--- config.mk ---
export PLATFORM = sky130hd
export DESIGN_NAME = snp_packet_deframer
export DESIGN_NICKNAME = d
export VERILOG_FILES = /design/src/design/snp_pkg.sv /design/src/design/snp_ctrl.sv /design/src/design/snp_dp.sv /design/src/design/snp_packet_deframer.sv
export SDC_FILE = /design/constraint.sdc
export NUM_CORES = 1
export LEC_CHECK = 0
export BUFFER_PORTS_ARGS = -buffer_cell sky130_fd_sc_hd__buf_2
export CORE_MARGIN = 4
export CORE_UTILIZATION = 55
export DETAILED_ROUTE_END_ITERATION = 12
export PLACE_DENSITY_LB_ADDON = 0.2
export SLEW_MARGIN = 20
export SYNTH_ARGS = -nofsm -noshare
export SYNTH_HDL_FRONTEND = slang
export SYNTH_SLANG_ARGS = --single-unit
--- constraint.sdc ---
create_clock -name clk -period 5.3 [get_ports clk]
set_input_delay 0.795 -clock clk [delete_from_list [all_inputs] [get_ports clk]]
set_output_delay 0.795 -clock clk [all_outputs]
set_load 0.02 [all_outputs]
--- src/design/snp_pkg.sv ---
// ----------------------------------------------------------------------------
// snp_pkg
// Shared types and constants for the serial packet deframer.
// ----------------------------------------------------------------------------
package snp_pkg;

    localparam int unsigned CFG_INDEX_W = 8;
    localparam int unsigned CFG_DATA_W  = 8;

    localparam logic [CFG_INDEX_W-1:0] REG_FILTER_ENABLE = 8'd0;
    localparam logic [CFG_INDEX_W-1:0] REG_MATCH_ADDRESS = 8'd1;

    localparam logic [7:0] PRE_S = 8'h73;
    localparam logic [7:0] PRE_N = 8'h6E;
    localparam logic [7:0] PRE_P = 8'h70;

    localparam int unsigned HAS_DATA_BIT = 7;
    localparam int unsigned IS_BATCH_BIT = 6;
    localparam int unsigned LENGTH_LSB   = 2;
    localparam int unsigned LENGTH_BITS  = 4;

    typedef enum logic [3:0] {
        ST_HUNT_S,
        ST_HUNT_N,
        ST_HUNT_P,
        ST_TYPE,
        ST_ADDR,
        ST_DATA,
        ST_CK_HI,
        ST_CK_LO,
        ST_READ,
        ST_LOAD
    } snp_state_t;

    typedef struct packed {
        logic start_sum;
        logic add_sum;
        logic load_type;
        logic load_addr;
        logic data_byte;
        logic load_ck_hi;
        logic load_ck;
        logic rd_en;
        logic load_out;
        logic next_idx;
    } snp_cmd_t;

    typedef struct packed {
        logic is_s;
        logic is_n;
        logic is_p;
        logic addr_drop;
        logic has_words;
        logic data_done;
        logic final_item;
        logic out_free;
    } snp_status_t;

endpackage

--- src/design/snp_ctrl.sv ---
// ----------------------------------------------------------------------------
// snp_ctrl
// Frame state machine: preamble hunt, header, payload, checksum, item drain.
// ----------------------------------------------------------------------------
module snp_ctrl
    import snp_pkg::*;
(
    input  logic        clk,
    input  logic        rst_n,
    input  logic        in_valid,
    output logic        in_ready,
    input  snp_status_t sts,
    output snp_cmd_t    cmd
);

    snp_state_t state_reg;
    snp_state_t state_next;
    logic       accept;

    assign in_ready = (state_reg != ST_READ) && (state_reg != ST_LOAD);
    assign accept   = in_valid && in_ready;

    always_ff @(posedge clk or negedge rst_n)
    begin
        if (!rst_n)
        begin
            state_reg <= ST_HUNT_S;
        end
        else
        begin
            state_reg <= state_next;
        end
    end

    always_comb
    begin
        state_next = state_reg;
        case (state_reg)
            ST_HUNT_S:
            begin
                if (accept)
                begin
                    state_next = sts.is_s ? ST_HUNT_N : ST_HUNT_S;
                end
            end
            ST_HUNT_N:
            begin
                if (accept)
                begin
                    if (sts.is_n)
                        state_next = ST_HUNT_P;
                    else
                        state_next = sts.is_s ? ST_HUNT_N : ST_HUNT_S;
                end
            end
            ST_HUNT_P:
            begin
                if (accept)
                begin
                    if (sts.is_p)
                        state_next = ST_TYPE;
                    else
                        state_next = sts.is_s ? ST_HUNT_N : ST_HUNT_S;
                end
            end
            ST_TYPE:
            begin
                if (accept)
                    state_next = ST_ADDR;
            end
            ST_ADDR:
            begin
                if (accept)
                begin
                    if (sts.addr_drop)
                        state_next = ST_HUNT_S;
                    else if (sts.has_words)
                        state_next = ST_DATA;
                    else
                        state_next = ST_CK_HI;
                end
            end
            ST_DATA:
            begin
                if (accept && sts.data_done)
                    state_next = ST_CK_HI;
            end
            ST_CK_HI:
            begin
                if (accept)
                    state_next = ST_CK_LO;
            end
            ST_CK_LO:
            begin
                if (accept)
                    state_next = ST_READ;
            end
            ST_READ:
            begin
                state_next = ST_LOAD;
            end
            ST_LOAD:
            begin
                if (sts.out_free)
                    state_next = sts.final_item ? ST_HUNT_S : ST_READ;
            end
            default:
            begin
                state_next = ST_HUNT_S;
            end
        endcase
    end

    always_comb
    begin
        cmd = '0;
        case (state_reg)
            ST_HUNT_S:
            begin
                cmd.start_sum = accept && sts.is_s;
            end
            ST_HUNT_N:
            begin
                cmd.add_sum   = accept && sts.is_n;
                cmd.start_sum = accept && !sts.is_n && sts.is_s;
            end
            ST_HUNT_P:
            begin
                cmd.add_sum   = accept && sts.is_p;
                cmd.start_sum = accept && !sts.is_p && sts.is_s;
            end
            ST_TYPE:
            begin
                cmd.add_sum   = accept;
                cmd.load_type = accept;
            end
            ST_ADDR:
            begin
                cmd.add_sum   = accept;
                cmd.load_addr = accept;
            end
            ST_DATA:
            begin
                cmd.add_sum   = accept;
                cmd.data_byte = accept;
            end
            ST_CK_HI:
            begin
                cmd.load_ck_hi = accept;
            end
            ST_CK_LO:
            begin
                cmd.load_ck = accept;
            end
            ST_READ:
            begin
                cmd.rd_en = 1'b1;
            end
            ST_LOAD:
            begin
                cmd.load_out = sts.out_free;
                cmd.next_idx = sts.out_free && !sts.final_item;
            end
            default:
            begin
                cmd = '0;
            end
        endcase
    end

    ap_read_then_load: assert property (@(posedge clk) disable iff (!rst_n)
        cmd.rd_en |=> (state_reg == ST_LOAD))
        else $error("read not followed by load");

    ap_ck_then_drain: assert property (@(posedge clk) disable iff (!rst_n)
        cmd.load_ck |=> cmd.rd_en)
        else $error("checksum byte not followed by drain");

    ap_single_sum_cmd: assert property (@(posedge clk) disable iff (!rst_n)
        !(cmd.start_sum && cmd.add_sum))
        else $error("conflicting checksum commands");

endmodule

--- src/design/snp_dp.sv ---
// ----------------------------------------------------------------------------
// snp_dp
// Deframer datapath: header and checksum registers, payload buffer, output
// register and configuration registers.
// ----------------------------------------------------------------------------
module snp_dp
    import snp_pkg::*;
(
    input  logic                   clk,
    input  logic                   rst_n,
    input  logic [7:0]             rx_byte,
    input  snp_cmd_t               cmd,
    output snp_status_t            sts,
    input  logic                   cfg_valid,
    input  logic [CFG_INDEX_W-1:0] cfg_index,
    input  logic [CFG_DATA_W-1:0]  cfg_data,
    output logic                   out_valid,
    input  logic                   out_ready,
    output logic                   status,
    output logic [7:0]             pkt_address,
    output logic [7:0]             pkt_type,
    output logic [3:0]             word_count,
    output logic [3:0]             word_index,
    output logic                   word_valid,
    output logic [31:0]            payload_word,
    output logic [15:0]            checksum_rx,
    output logic                   last
);

    localparam int unsigned DEPTH = 1 << LENGTH_BITS;
    localparam int unsigned CNT_W = LENGTH_BITS + 2;

    logic                   filter_enable_reg;
    logic [7:0]             match_address_reg;

    logic [7:0]             type_reg;
    logic [7:0]             addr_reg;
    logic [15:0]            sum_reg;
    logic [CNT_W-1:0]       cnt_reg;
    logic [7:0]             ck_hi_reg;
    logic [15:0]            ck_reg;
    logic                   good_reg;
    logic [23:0]            asm_reg;
    logic [LENGTH_BITS-1:0] idx_reg;
    logic [31:0]            rd_data_reg;
    logic [31:0]            mem [DEPTH];

    logic                   out_valid_reg;
    logic                   status_reg;
    logic [7:0]             pkt_address_reg;
    logic [7:0]             pkt_type_reg;
    logic [3:0]             word_count_reg;
    logic [3:0]             word_index_reg;
    logic                   word_valid_reg;
    logic [31:0]            payload_word_reg;
    logic [15:0]            checksum_rx_reg;
    logic                   last_reg;

    logic [LENGTH_BITS-1:0] n_words;
    logic [CNT_W-1:0]       n_bytes;
    logic [CNT_W-1:0]       cnt_inc;
    logic [15:0]            sum_next;
    logic                   has_words;
    logic                   emit_words;
    logic                   wr_en;

    always_comb
    begin
        if (!type_reg[HAS_DATA_BIT])
            n_words = '0;
        else if (!type_reg[IS_BATCH_BIT])
            n_words = LENGTH_BITS'(1);
        else
            n_words = type_reg[LENGTH_LSB +: LENGTH_BITS];
    end

    assign has_words  = (n_words != '0);
    assign n_bytes    = {n_words, 2'b00};
    assign cnt_inc    = cnt_reg + CNT_W'(1);
    assign emit_words = good_reg && has_words;
    assign wr_en      = cmd.data_byte && (cnt_reg[1:0] == 2'b11);

    always_comb
    begin
        sum_next = sum_reg;
        if (cmd.start_sum)
            sum_next = {8'd0, rx_byte};
        else if (cmd.add_sum)
            sum_next = sum_reg + {8'd0, rx_byte};
    end

    assign sts.is_s       = (rx_byte == PRE_S);
    assign sts.is_n       = (rx_byte == PRE_N);
    assign sts.is_p       = (rx_byte == PRE_P);
    assign sts.addr_drop  = filter_enable_reg && (rx_byte != match_address_reg);
    assign sts.has_words  = has_words;
    assign sts.data_done  = (cnt_inc >= n_bytes);
    assign sts.final_item = !emit_words ||
                            ({1'b0, idx_reg} + (LENGTH_BITS + 1)'(1) == {1'b0, n_words});
    assign sts.out_free   = !out_valid_reg || out_ready;

    always_ff @(posedge clk or negedge rst_n)
    begin
        if (!rst_n)
        begin
            filter_enable_reg <= 1'b0;
            match_address_reg <= '0;
        end
        else if (cfg_valid)
        begin
            if (cfg_index == REG_FILTER_ENABLE)
                filter_enable_reg <= cfg_data[0];
            else if (cfg_index == REG_MATCH_ADDRESS)
                match_address_reg <= cfg_data[7:0];
        end
    end

    always_ff @(posedge clk or negedge rst_n)
    begin
        if (!rst_n)
        begin
            type_reg  <= '0;
            addr_reg  <= '0;
            sum_reg   <= '0;
            cnt_reg   <= '0;
            ck_hi_reg <= '0;
            ck_reg    <= '0;
            good_reg  <= 1'b0;
            idx_reg   <= '0;
        end
        else
        begin
            sum_reg <= sum_next;
            if (cmd.load_type)
                type_reg <= rx_byte;
            if (cmd.load_addr)
            begin
                addr_reg <= rx_byte;
                cnt_reg  <= '0;
            end
            else if (cmd.data_byte)
            begin
                cnt_reg <= cnt_inc;
            end
            if (cmd.load_ck_hi)
                ck_hi_reg <= rx_byte;
            if (cmd.load_ck)
            begin
                ck_reg   <= {ck_hi_reg, rx_byte};
                good_reg <= ({ck_hi_reg, rx_byte} == sum_reg);
                idx_reg  <= '0;
            end
            else if (cmd.next_idx)
            begin
                idx_reg <= idx_reg + LENGTH_BITS'(1);
            end
        end
    end

    always_ff @(posedge clk)
    begin
        if (cmd.data_byte)
            asm_reg <= {asm_reg[15:0], rx_byte};
    end

    always_ff @(posedge clk)
    begin
        if (wr_en)
            mem[cnt_reg[CNT_W-1:2]] <= {asm_reg, rx_byte};
    end

    always_ff @(posedge clk)
    begin
        if (cmd.rd_en)
            rd_data_reg <= mem[idx_reg];
    end

    always_ff @(posedge clk or negedge rst_n)
    begin
        if (!rst_n)
        begin
            out_valid_reg <= 1'b0;
        end
        else if (cmd.load_out)
        begin
            out_valid_reg <= 1'b1;
        end
        else if (out_ready)
        begin
            out_valid_reg <= 1'b0;
        end
    end

    always_ff @(posedge clk)
    begin
        if (cmd.load_out)
        begin
            status_reg       <= !good_reg;
            pkt_address_reg  <= addr_reg;
            pkt_type_reg     <= type_reg;
            word_count_reg   <= 4'(n_words);
            word_index_reg   <= 4'(idx_reg);
            word_valid_reg   <= emit_words;
            payload_word_reg <= emit_words ? rd_data_reg : 32'd0;
            checksum_rx_reg  <= ck_reg;
            last_reg         <= sts.final_item;
        end
    end

    assign out_valid    = out_valid_reg;
    assign status       = status_reg;
    assign pkt_address  = pkt_address_reg;
    assign pkt_type     = pkt_type_reg;
    assign word_count   = word_count_reg;
    assign word_index   = word_index_reg;
    assign word_valid   = word_valid_reg;
    assign payload_word = payload_word_reg;
    assign checksum_rx  = checksum_rx_reg;
    assign last         = last_reg;

    ap_load_slot_free: assert property (@(posedge clk) disable iff (!rst_n)
        cmd.load_out |-> (!out_valid_reg || out_ready))
        else $error("output register overwritten");

    ap_data_in_range: assert property (@(posedge clk) disable iff (!rst_n)
        cmd.data_byte |-> (cnt_reg < n_bytes))
        else $error("payload byte beyond packet length");

    ap_idx_in_range: assert property (@(posedge clk) disable iff (!rst_n)
        (cmd.load_out && emit_words) |-> (idx_reg < n_words))
        else $error("word index beyond word count");

endmodule

--- src/design/snp_packet_deframer.sv ---
// ----------------------------------------------------------------------------
// snp_packet_deframer
// Throughput: one byte per cycle; after each packet that passes the address
//   filter the input stalls while items drain, each item a buffer read, then
//   an output load, which waits while the output register is held by the
//   receiver.
// Reset: asynchronous; hunt restarts, config clears, payload buffer is
//   not cleared.
// ----------------------------------------------------------------------------
module snp_packet_deframer
    import snp_pkg::*;
(
    input  logic                   clk,
    input  logic                   rst_n,
    input  logic                   in_valid,
    output logic                   in_ready,
    input  logic [7:0]             rx_byte,
    output logic                   out_valid,
    input  logic                   out_ready,
    output logic                   status,
    output logic [7:0]             pkt_address,
    output logic [7:0]             pkt_type,
    output logic [3:0]             word_count,
    output logic [3:0]             word_index,
    output logic                   word_valid,
    output logic [31:0]            payload_word,
    output logic [15:0]            checksum_rx,
    output logic                   last,
    input  logic                   cfg_valid,
    output logic                   cfg_ready,
    input  logic [CFG_INDEX_W-1:0] cfg_index,
    input  logic [CFG_DATA_W-1:0]  cfg_data
);

    snp_cmd_t    cmd;
    snp_status_t sts;

    assign cfg_ready = 1'b1;

    snp_ctrl u_ctrl (
        .clk      (clk),
        .rst_n    (rst_n),
        .in_valid (in_valid),
        .in_ready (in_ready),
        .sts      (sts),
        .cmd      (cmd)
    );

    snp_dp u_dp (
        .clk          (clk),
        .rst_n        (rst_n),
        .rx_byte      (rx_byte),
        .cmd          (cmd),
        .sts          (sts),
        .cfg_valid    (cfg_valid),
        .cfg_index    (cfg_index),
        .cfg_data     (cfg_data),
        .out_valid    (out_valid),
        .out_ready    (out_ready),
        .status       (status),
        .pkt_address  (pkt_address),
        .pkt_type     (pkt_type),
        .word_count   (word_count),
        .word_index   (word_index),
        .word_valid   (word_valid),
        .payload_word (payload_word),
        .checksum_rx  (checksum_rx),
        .last         (last)
    );

endmodule
==> impl_metrics.xml <==
<?xml version="1.0" encoding="UTF-8"?>
<metrics>
  <group name="timing">
    <metric name="setup_repair_after_global_routing_missed_its_margin" unit="">no</metric>
    <metric name="max-slew-margin-rel" unit="">0.2706</metric>
    <metric name="min_cycle_time_layout" unit="ns">3.354</metric>
    <metric name="timing_max_transition_violations_final" unit="">0</metric>
    <metric name="timing.final.crit_share" unit="">0.6329</metric>
    <metric name="final-hold-violation-count" unit="">0</metric>
    <metric name="finalWorstSetupSlack" unit="ns">1.946</metric>
    <metric name="setup-tns-final" unit="ns">0</metric>
    <metric name="setup_violations" unit="">0</metric>
    <metric name="timing.clock.skew" unit="ns">0.01891</metric>
    <metric name="fmax" unit="MHz">298.1</metric>
    <metric name="tightest_slew" unit="ns">1.092</metric>
    <metric name="hold_slack" unit="ns">0.4398</metric>
  </group>
  <group name="yosys">
    <metric name="ys_types" unit="">70</metric>
    <metric name="synthDominantAreaCellType" unit="">sky130_fd_sc_hd__edfxtp_1</metric>
    <metric name="netlist_area" unit="mm^2">0.02826</metric>
    <metric name="fraction_of_registers_with_async_set_or_reset_after_synthesis" unit="">0.1119</metric>
    <metric name="number_of_enable_flip_flop_cells_after_synthesis" unit="">643</metric>
    <metric name="mappedNetlistNets" unit="">1613</metric>
    <metric name="synth_flop_cell" unit="">sky130_fd_sc_hd__edfxtp_1</metric>
    <metric name="synthCells" unit="">1568</metric>
    <metric name="synth-warning-count" unit="">0</metric>
    <metric name="synth_largest_type_area_fraction" unit="">0.6832</metric>
    <metric name="synthesis.area_per_instance" unit="um^2">18.03</metric>
    <metric name="synth_top_cells_by_area" unit="">sky130_fd_sc_hd__edfxtp_1 (68%), sky130_fd_sc_hd__dfrtp_1 (7.2%), sky130_fd_sc_hd__mux4_2 (5.1%)</metric>
    <metric name="proportion_of_synthesized_chip_area_in_sequential_cells" unit="">0.7549</metric>
    <metric name="synth_seq_cells" unit="">724</metric>
  </group>
  <group name="setup_path">
    <metric name="timing.critical_path.arrival" unit="ns">3.63</metric>
    <metric name="timing.rr.start" unit="">u_ctrl.state_reg[0]$_DFFE_PN0P_</metric>
    <metric name="ff2ff_setup_slack" unit="ns">1.95</metric>
    <metric name="setup.worst_path.start_class" unit="">register</metric>
    <metric name="end_kind" unit="">register</metric>
    <metric name="timing.critical_path.fanout_max" unit="">21</metric>
    <metric name="criticalPathCategory" unit="">register to register</metric>
    <metric name="timing.critical_path.required" unit="ns">5.58</metric>
    <metric name="rr_endpoint" unit="">u_dp.mem[3][1]$_DFFE_PP_</metric>
    <metric name="r2r.worst_path.cells" unit="">6</metric>
  </group>
  <group name="final_layout">
    <metric name="area_of_all_sequential_standard_cells" unit="mm^2">0.02134</metric>
    <metric name="final_core_utilization" unit="">0.6390</metric>
    <metric name="area_growth_synth_to_finish" unit="%">14.12</metric>
    <metric name="multi_input_combinational_cell_area" unit="mm^2">0.006690</metric>
    <metric name="finish.net_count" unit="">1751</metric>
    <metric name="final_common_cell" unit="">sky130_fd_sc_hd__edfxtp_1</metric>
    <metric name="proportion_of_layout_cells_with_a_drive_suffix_above_1" unit="">0.2316</metric>
    <metric name="antenna_cells" unit="">0</metric>
    <metric name="num-fill-cells" unit="">3478</metric>
    <metric name="stdcell_area" unit="mm^2">0.03225</metric>
    <metric name="largest_register_ffs" unit="">512</metric>
    <metric name="most-common-layout-cells" unit="">sky130_fd_sc_hd__edfxtp_1 (643), sky130_fd_sc_hd__mux2i_1 (113), sky130_fd_sc_hd__buf_2 (104)</metric>
  </group>
  <group name="power">
    <metric name="leakage" unit="uW">0.01064</metric>
    <metric name="ir_drop" unit="uV">225.9</metric>
    <metric name="power_per_cell_area" unit="mW/mm^2">405.5</metric>
  </group>
  <group name="floorplanning">
    <metric name="boundaryPins" unit="">107</metric>
    <metric name="rows" unit="">82</metric>
    <metric name="initial_core_util" unit="">0.5599</metric>
    <metric name="design.core.area" unit="mm^2">0.05048</metric>
    <metric name="floorplan.die.height" unit="um">234.7</metric>
    <metric name="floorplan.die.width" unit="um">234.7</metric>
    <metric name="die-area" unit="mm^2">0.05508</metric>
  </group>
  <group name="clock_tree">
    <metric name="htree_levels" unit="">3</metric>
    <metric name="clock_sink_count" unit="">724</metric>
    <metric name="cts_made_buffers" unit="">71</metric>
    <metric name="cts.path.max_buffers" unit="">3</metric>
    <metric name="path_clk_slew" unit="ns">0.06</metric>
    <metric name="post_cts.repair.setup_buffers" unit="">0</metric>
    <metric name="cts_root_buffer" unit="">sky130_fd_sc_hd__clkbuf_16</metric>
    <metric name="clock_tree_from_tritoncts" unit="">done</metric>
    <metric name="worst_skew_pair.late_latency" unit="ns">0.60</metric>
  </group>
  <group name="drt">
    <metric name="drcViolationCount" unit="">0</metric>
    <metric name="ant_nets" unit="">0</metric>
    <metric name="postRouteWirelength" unit="mm">60.42</metric>
    <metric name="wirelength_per_cell" unit="um">24.82</metric>
    <metric name="drt_first_iter_violations" unit="">1403</metric>
    <metric name="detailedRoute.firstPassIterationCount" unit="">5</metric>
    <metric name="count_of_vias_placed_by_the_detailed_router" unit="">14650</metric>
    <metric name="vias_per_cell" unit="">6.017</metric>
  </group>
  <group name="min_path">
    <metric name="hold_class" unit="">input pin to register</metric>
    <metric name="count_of_cells_along_the_worst_hold_path" unit="">2</metric>
    <metric name="timing.hold.worst.start" unit="">cfg_data[3]</metric>
    <metric name="hold_path_end" unit="">u_dp.match_address_reg[3]$_DFFE_PN0P_</metric>
  </group>
  <group name="global_route">
    <metric name="grt_pass1_wl" unit="mm">91.71</metric>
    <metric name="first_global_vias" unit="">15090</metric>
    <metric name="grtUsageTotal" unit="">0.2174</metric>
    <metric name="largest_net_degree_at_the_start_of_global_routing" unit="">93</metric>
    <metric name="grt_antenna_before_repair" unit="">0</metric>
    <metric name="global_route.overflow_total" unit="">0</metric>
  </group>
  <group name="run_status">
    <metric name="run_status" unit="">finished clean</metric>
  </group>
  <group name="run">
    <metric name="cap_violations" unit="">0</metric>
  </group>
  <group name="place">
    <metric name="gp_routability_congestion" unit="">0.7792</metric>
    <metric name="post-dp-hpwl" unit="mm">34.81</metric>
    <metric name="post_place_instance_area" unit="mm^2">0.02970</metric>
    <metric name="place.port_buffers" unit="">105</metric>
    <metric name="place_ws" unit="ns">1.981</metric>
  </group>
</metrics>
## worst max-delay path, cell delays in order, from the launching register on
cell	delay (ns)
sky130_fd_sc_hd__dfrtp_1	0.68
sky130_fd_sc_hd__nor2b_1	0.28
sky130_fd_sc_hd__nand3_1	0.21
sky130_fd_sc_hd__clkinv_1	0.30
sky130_fd_sc_hd__nand3_1	0.37
sky130_fd_sc_hd__nor2_4	0.81
sky130_fd_sc_hd__buf_4	0.38
## through the flow
step	cells	power, uW
after global routing	2434	13550
after floorplan	1568	7587
after detailed placement	2301	7922
final	2434	13080
after global placement	2300	7873
after CTS	2431	13160
## per-layer routing
metal | track usage | wire length (um)
met5 | 0 | 0
met4 | 0.07197 | 1443
met3 | 0.03412 | 2927
met2 | 0.3594 | 30160
met1 | 0.3014 | 25900
## repair_timing
item / 4_1_cts / 5_1_grt
endpoints found under the hold margin: 8 / 0
gates resized for setup: 0 / 0
hold buffers: 1 / 0
## power by group
group / internal, uW / switching [uW]
logic: 451 / 540
clock network: 3190 / 2060
registers: 6530 / 303
total: 10200 / 2900
## synth_stat cells (15+ instances only)
library cell and n:
sky130_fd_sc_hd__a21oi_1 40, sky130_fd_sc_hd__a221oi_1 32, sky130_fd_sc_hd__a22oi_1 32, sky130_fd_sc_hd__and2_1 36, sky130_fd_sc_hd__buf_2 26, sky130_fd_sc_hd__clkbuf_1 36
sky130_fd_sc_hd__dfrtp_1 81, sky130_fd_sc_hd__edfxtp_1 643, sky130_fd_sc_hd__ha_1 15, sky130_fd_sc_hd__mux2_2 66, sky130_fd_sc_hd__mux2i_1 113, sky130_fd_sc_hd__mux4_2 64
sky130_fd_sc_hd__nand2_1 95, sky130_fd_sc_hd__nand3_1 23, sky130_fd_sc_hd__nor2_1 29, sky130_fd_sc_hd__o21ai_0 68, sky130_fd_sc_hd__xor2_1 15
## kinds of logic after synthesis
logic type,Yosys count,synth area share
AOI/OAI and AO/OA,230,0.05556
xor gates and xnor gates,30,0.009784
adders and majority gates,16,0.007349
buffers and inverters,89,0.01403
DFF,724,0.7549
muxes,243,0.1173
other,1,0.0001327
and+or+nand+nor,235,0.04095
## layout make-up
cell class | count | share of cell area
sequential | 724 | 0.6617
multi-input combinational | 755 | 0.2074
clock buffer | 95 | 0.06207
timing repair buffer | 139 | 0.02700
tap | 672 | 0.02607
clock inverter | 34 | 0.01396
inverter | 15 | 0.001746
## how the worst max path moves through the flow
stage                                    start                           end  cells after the start
6_report       u_ctrl.state_reg[0]$_DFFE_PN0P_      u_dp.mem[3][1]$_DFFE_PP_                      6
5_1_grt        u_ctrl.state_reg[0]$_DFFE_PN0P_      u_dp.mem[3][1]$_DFFE_PP_                      6
4_1_cts        u_ctrl.state_reg[0]$_DFFE_PN0P_      u_dp.mem[3][1]$_DFFE_PP_                      6
3_5_place_dp   u_ctrl.state_reg[0]$_DFFE_PN0P_      u_dp.mem[3][9]$_DFFE_PP_                      6
3_3_place_gp                        rx_byte[0]  u_dp.sum_reg[12]$_DFFE_PN0P_                     10
2_1_floorplan                        out_ready   u_dp.idx_reg[3]$_DFFE_PN0P_                      5
No activity file was read; power rests on OpenSTA's default activity.
